==> src/rtl/jlvp_pkg.sv <==
// shared types, constants and helpers for the jerk-limited velocity profiler
package jlvp_pkg;

    localparam int FRAC_BITS = 16;
    localparam int DT_BITS   = 16;
    localparam int WORD_BITS = 32;
    localparam int REG_BITS  = 31;
    localparam int MUL_BITS  = 33;
    localparam int PROD_BITS = 2 * MUL_BITS;
    localparam int WIDE_BITS = 52;
    localparam int GUARD_LSB = ((1 << FRAC_BITS) + 500) / 1000;
    localparam int DIV_STEPS = 31;

    typedef logic signed [WORD_BITS-1:0] word_t;
    typedef logic [REG_BITS-1:0]         reg_t;
    typedef logic signed [MUL_BITS-1:0]  mul_op_t;
    typedef logic signed [PROD_BITS-1:0] prod_t;
    typedef logic signed [WIDE_BITS-1:0] wide_t;

    typedef logic [1:0] phase_t;
    localparam phase_t PH_IDLE   = 2'd0;
    localparam phase_t PH_CRUISE = 2'd1;
    localparam phase_t PH_SCURVE = 2'd2;
    localparam phase_t PH_RAMP   = 2'd3;

    typedef logic [2:0] cfg_index_t;
    localparam cfg_index_t REG_JERK  = 3'd0;
    localparam cfg_index_t REG_ACCEL = 3'd1;
    localparam cfg_index_t REG_DECEL = 3'd2;
    localparam cfg_index_t REG_TAPER = 3'd3;
    localparam cfg_index_t REG_MID   = 3'd4;
    localparam cfg_index_t REG_CAP   = 3'd5;
    localparam cfg_index_t REG_BRAKE = 3'd6;
    localparam cfg_index_t REG_END   = 3'd7;

    localparam word_t WORD_MAX = {1'b0, {(WORD_BITS-1){1'b1}}};
    localparam word_t WORD_MIN = {1'b1, {(WORD_BITS-1){1'b0}}};

    // saturate a wide signed value to the signed word range
    function automatic word_t sat_word(input wide_t x);
        word_t res;
        if (x > wide_t'(WORD_MAX))
            res = WORD_MAX;
        else if (x < wide_t'(WORD_MIN))
            res = WORD_MIN;
        else
            res = x[WORD_BITS-1:0];
        return res;
    endfunction

endpackage

==> src/rtl/jlvp_mul.sv <==
// shared signed multiplier with registered product
module jlvp_mul (
    input  logic             clk,
    input  jlvp_pkg::mul_op_t a,
    input  jlvp_pkg::mul_op_t b,
    output jlvp_pkg::prod_t   p
);

    jlvp_pkg::prod_t p_reg;

    always_ff @(posedge clk)
    begin
        p_reg <= a * b;
    end

    assign p = p_reg;

endmodule
==> config.mk <==
export PLATFORM = sky130hd
export DESIGN_NAME = jlvp_mul
export DESIGN_NICKNAME = d
export VERILOG_FILES = /design/src/rtl/jlvp_pkg.sv /design/src/rtl/jlvp_mul.sv
export SDC_FILE = /design/constraint.sdc
export NUM_CORES = 2
export LEC_CHECK = 0
export BUFFER_PORTS_ARGS = -buffer_cell sky130_fd_sc_hd__buf_2
export CORE_AREA = 2 2 304 306
export DETAILED_ROUTE_END_ITERATION = 8
export DIE_AREA = 0 0 306 308
export SYNTH_ARGS = -nofsm -noshare
export SYNTH_HDL_FRONTEND = slang
export SYNTH_SLANG_ARGS = --single-unit
==> constraint.sdc <==
create_clock -name clk -period 12.4 [get_ports clk]
set_input_delay 2.48 -clock clk [delete_from_list [all_inputs] [get_ports clk]]
set_output_delay 2.48 -clock clk [all_outputs]
set_load 0.03 [all_outputs]
==> impl_metrics.ini <==
[clock_network]
cts-root-buf = clkbuf_16
post_cts_resized = 0
htreeDepth = 3
post-cts-setup-buffers = 0
numCtsBuffers = 9
cts_tree = done
cts_sinks = 66
clk_pin_slew_ps = 70
holdBufCountCts = 0
cts_buffer_depth = 2

[setup_path]
cp_max_fo = 33
crit_path_end_kind = flip-flop
critical_path_class = input port to flip-flop
cp_cell_sequence = buf_2 > and2_1 > fa_1 > fa_1 > inv_1 > fa_1 > inv_1 > fa_1 > fa_1 > fa_1 > fa_1 > inv_1 > fa_1 > inv_1 > ha_1 > nand3_1 > nor2_1 > nand2_1 > nor3_1 > o311ai_4 > nand3_2 > a211oi_1 > a311oi_1
cp_slowest_cell = buf_2
worst_setup_path_start_kind = input port
crit_arrival_ps = 10810
worst_ep_required_time_ps = 12710
worst_path_most_repeated_cell = fa_1
cpPeakStageDelay_ps = 700

[grt]
grt_pass1_wl_microns = 181000
antenna_found_initial = 8
grt_max_degree = 34
track_usage_pct = 25.4
grt_pass1_vias = 30500
grt_overflow = 0

[timing]
rsz0062_at_grt = false
fin_tns_setup_ps = 0
max_clock_freq_mhz = 95.2
worst_pin_slew_ps = 1150
final-hold-violation-count = 0
setup_viol = 0
min_period_ps = 10510
max_slew_margin_pct = 23.1
hold_ws_ps = 2800
period_share_pct = 84.7
slew_viol_final = 0

[synthesis]
ys_ff_latch = 66
synth_top_area_cell = fa_1
ys.warnings.count = 0
synth.distinct_cells = 80
synthTopCellsByArea = fa_1 (56%), inv_1 (10%), and2_1 (8.6%), ha_1 (6.7%), nand2_1 (5.1%)
ys.flop_type = dfxtp_1
synthesis.area_sq_um = 40700
syn_area_per_cell_sq_um = 9.39
synth_edf_count = 0
ys_seq_area_share_pct = 3.24
synth_fp_nets = 5767
syn_inst = 4338
async_flop_share_pct = 0
yosysTopAreaCellShare_pct = 56.3

[route]
dr.first_iter.drc_count = 1620
route.vias.total = 28200
drt_first_pass_iters = 5
avgRoutedWirePerCell_microns = 20.4
detail-route-antenna-nets = 0
drt_drc_violations_left = 0
drt-vias-per-instance = 5.14
wirelength_microns = 112000

[layout]
final_core_utilization_pct = 46.8
ff_latch_area_sq_um = 1320
num-fill-cells = 8804
layout-drive-gt1-share_pct = 5.07
design_area_sq_um = 42600
multiInputGateArea_sq_um = 34300
area_delta_synth_final_pct = 4.58
layout.nets = 5724
largest_register_ffs = 66

[die]
rows = 111
dieArea_sq_um = 94200
core-area_sq_um = 91000
start_util_pct = 44.8
fp.dieH_microns = 308
io_pins = 133
die_w_microns = 306

[placement]
hpwlAfterDp_microns = 93900
gp_congestion = 0.917
place.port_buffers = 132
placed_area_sq_um = 42300

[job]
drv_cap = 0

[min_path]
hp-class = input port to flip-flop
hold_path.startpoint = b[0]
holdPathEnd = p[0]
hold_depth = 3

[status]
outcome = finished clean
==> per-stage QoR <==
| step | setup WS [ps] | instances |
|---|---|---|
| CTS | 1900 | 5486 |
| detailed placement | 1490 | 5470 |
| floorplan | 2680 | 4338 |
| global placement | 1530 | 5470 |
| global route | 1440 | 5489 |
| finish | 1890 | 5490 |
==> synthesized netlist by cell type (3+ instances only) <==
cell,instances
or2_2,3
xor2_1,25
dfxtp_1,66
nor3_1,7
xnor2_1,43
or3_1,3
nand3_1,25
nand4_1,11
a21oi_1,57
a211oi_2,3
a211oi_1,7
clkbuf_1,208
and2_1,562
nor2b_1,5
nor2_1,68
ha_1,217
buf_2,11
a31oi_1,8
fa_1,1145
and4_1,5
o211ai_1,4
o21a_1,6
a21oi_2,3
o21ai_1,6
nand2b_1,12
nand2_1,551
o21bai_1,11
and3_1,5
a21o_1,36
a211o_1,6
o21ai_0,25
inv_1,1131
o31ai_4,3
==> per-layer routing <==
| layer | global-route usage (%) | vias up | wire length, microns | part of all wire, % |
|---|---|---|---|---|
| li1 | - | 12200 | - | - |
| met1 | 33.4 | 15000 | 45500 | 41 |
| met2 | 43.0 | 773 | 56400 | 50 |
| met3 | 3.35 | 169 | 5910 | 5.3 |
| met4 | 9.05 | 4 | 4290 | 3.8 |
| met5 | 0 | - | 33 | 0.029 |
==> critical path: cells and delay by family <==
kind,cells,cell delay [ps]
adder cells (fa/ha/maj),9,4650
buffers and inverters,5,920
AO/OA/AOI/OAI,3,620
AND/OR/NAND/NOR,6,2080
==> worst max path at each step <==
stage / startpoint / to / slack [ps] / cells after the start
detailed placement: b[6] / p[64] / 1490 / 22
CTS: b[6] / p[64] / 1900 / 22
floorplan: a[32] / p[62] / 2680 / 23
global placement: b[6] / p[64] / 1530 / 22
finish: b[9] / p[64] / 1890 / 23
global route: b[6] / p[58] / 1440 / 24
==> placed cells by master (no fill, tap or decap), types with 12 or more instances in the layout <==
master | netlist | routed
and2_1 | 562 | 562
a21oi_1 | 57 | 57
buf_2 | 11 | 132
a21o_1 | 36 | 36
nor2_1 | 68 | 68
o21ai_0 | 25 | 25
nand2b_1 | 12 | 12
dfxtp_1 | 66 | 66
fa_1 | 1145 | 1145
xor2_1 | 25 | 25
xnor2_1 | 43 | 43
buf_4 | 0 | 35
ha_1 | 217 | 217
nand2_1 | 551 | 551
inv_1 | 1131 | 1131
nand3_1 | 25 | 25
==> cells by family after synthesis <==
| logic type | count (synthesis) | share of synthesized area [%] |
|---|---|---|
| xor gates and xnor gates | 68 | 1.46 |
| and+or+nand+nor | 1271 | 15.8 |
| AOI/OAI and AO/OA | 219 | 4.07 |
| adders and majority gates | 1362 | 62.9 |
| DFF | 66 | 3.24 |
| buffers and inverters | 1352 | 12.5 |
==> layout make-up <==
class	instances	share of cell area [%]
Antenna cell	4	0.0235
Tap cell	1186	3.48
Timing Repair Buffer	167	2.17
Sequential cell	66	3.10
Multi-Input combinational cell	2920	80.6
Clock buffer	12	0.579
Clock inverter	4	0.120
Inverter	1131	9.97
Power is not shown: default switching activity piles up to over one toggle a cycle in this logic, so the estimate is an artifact.
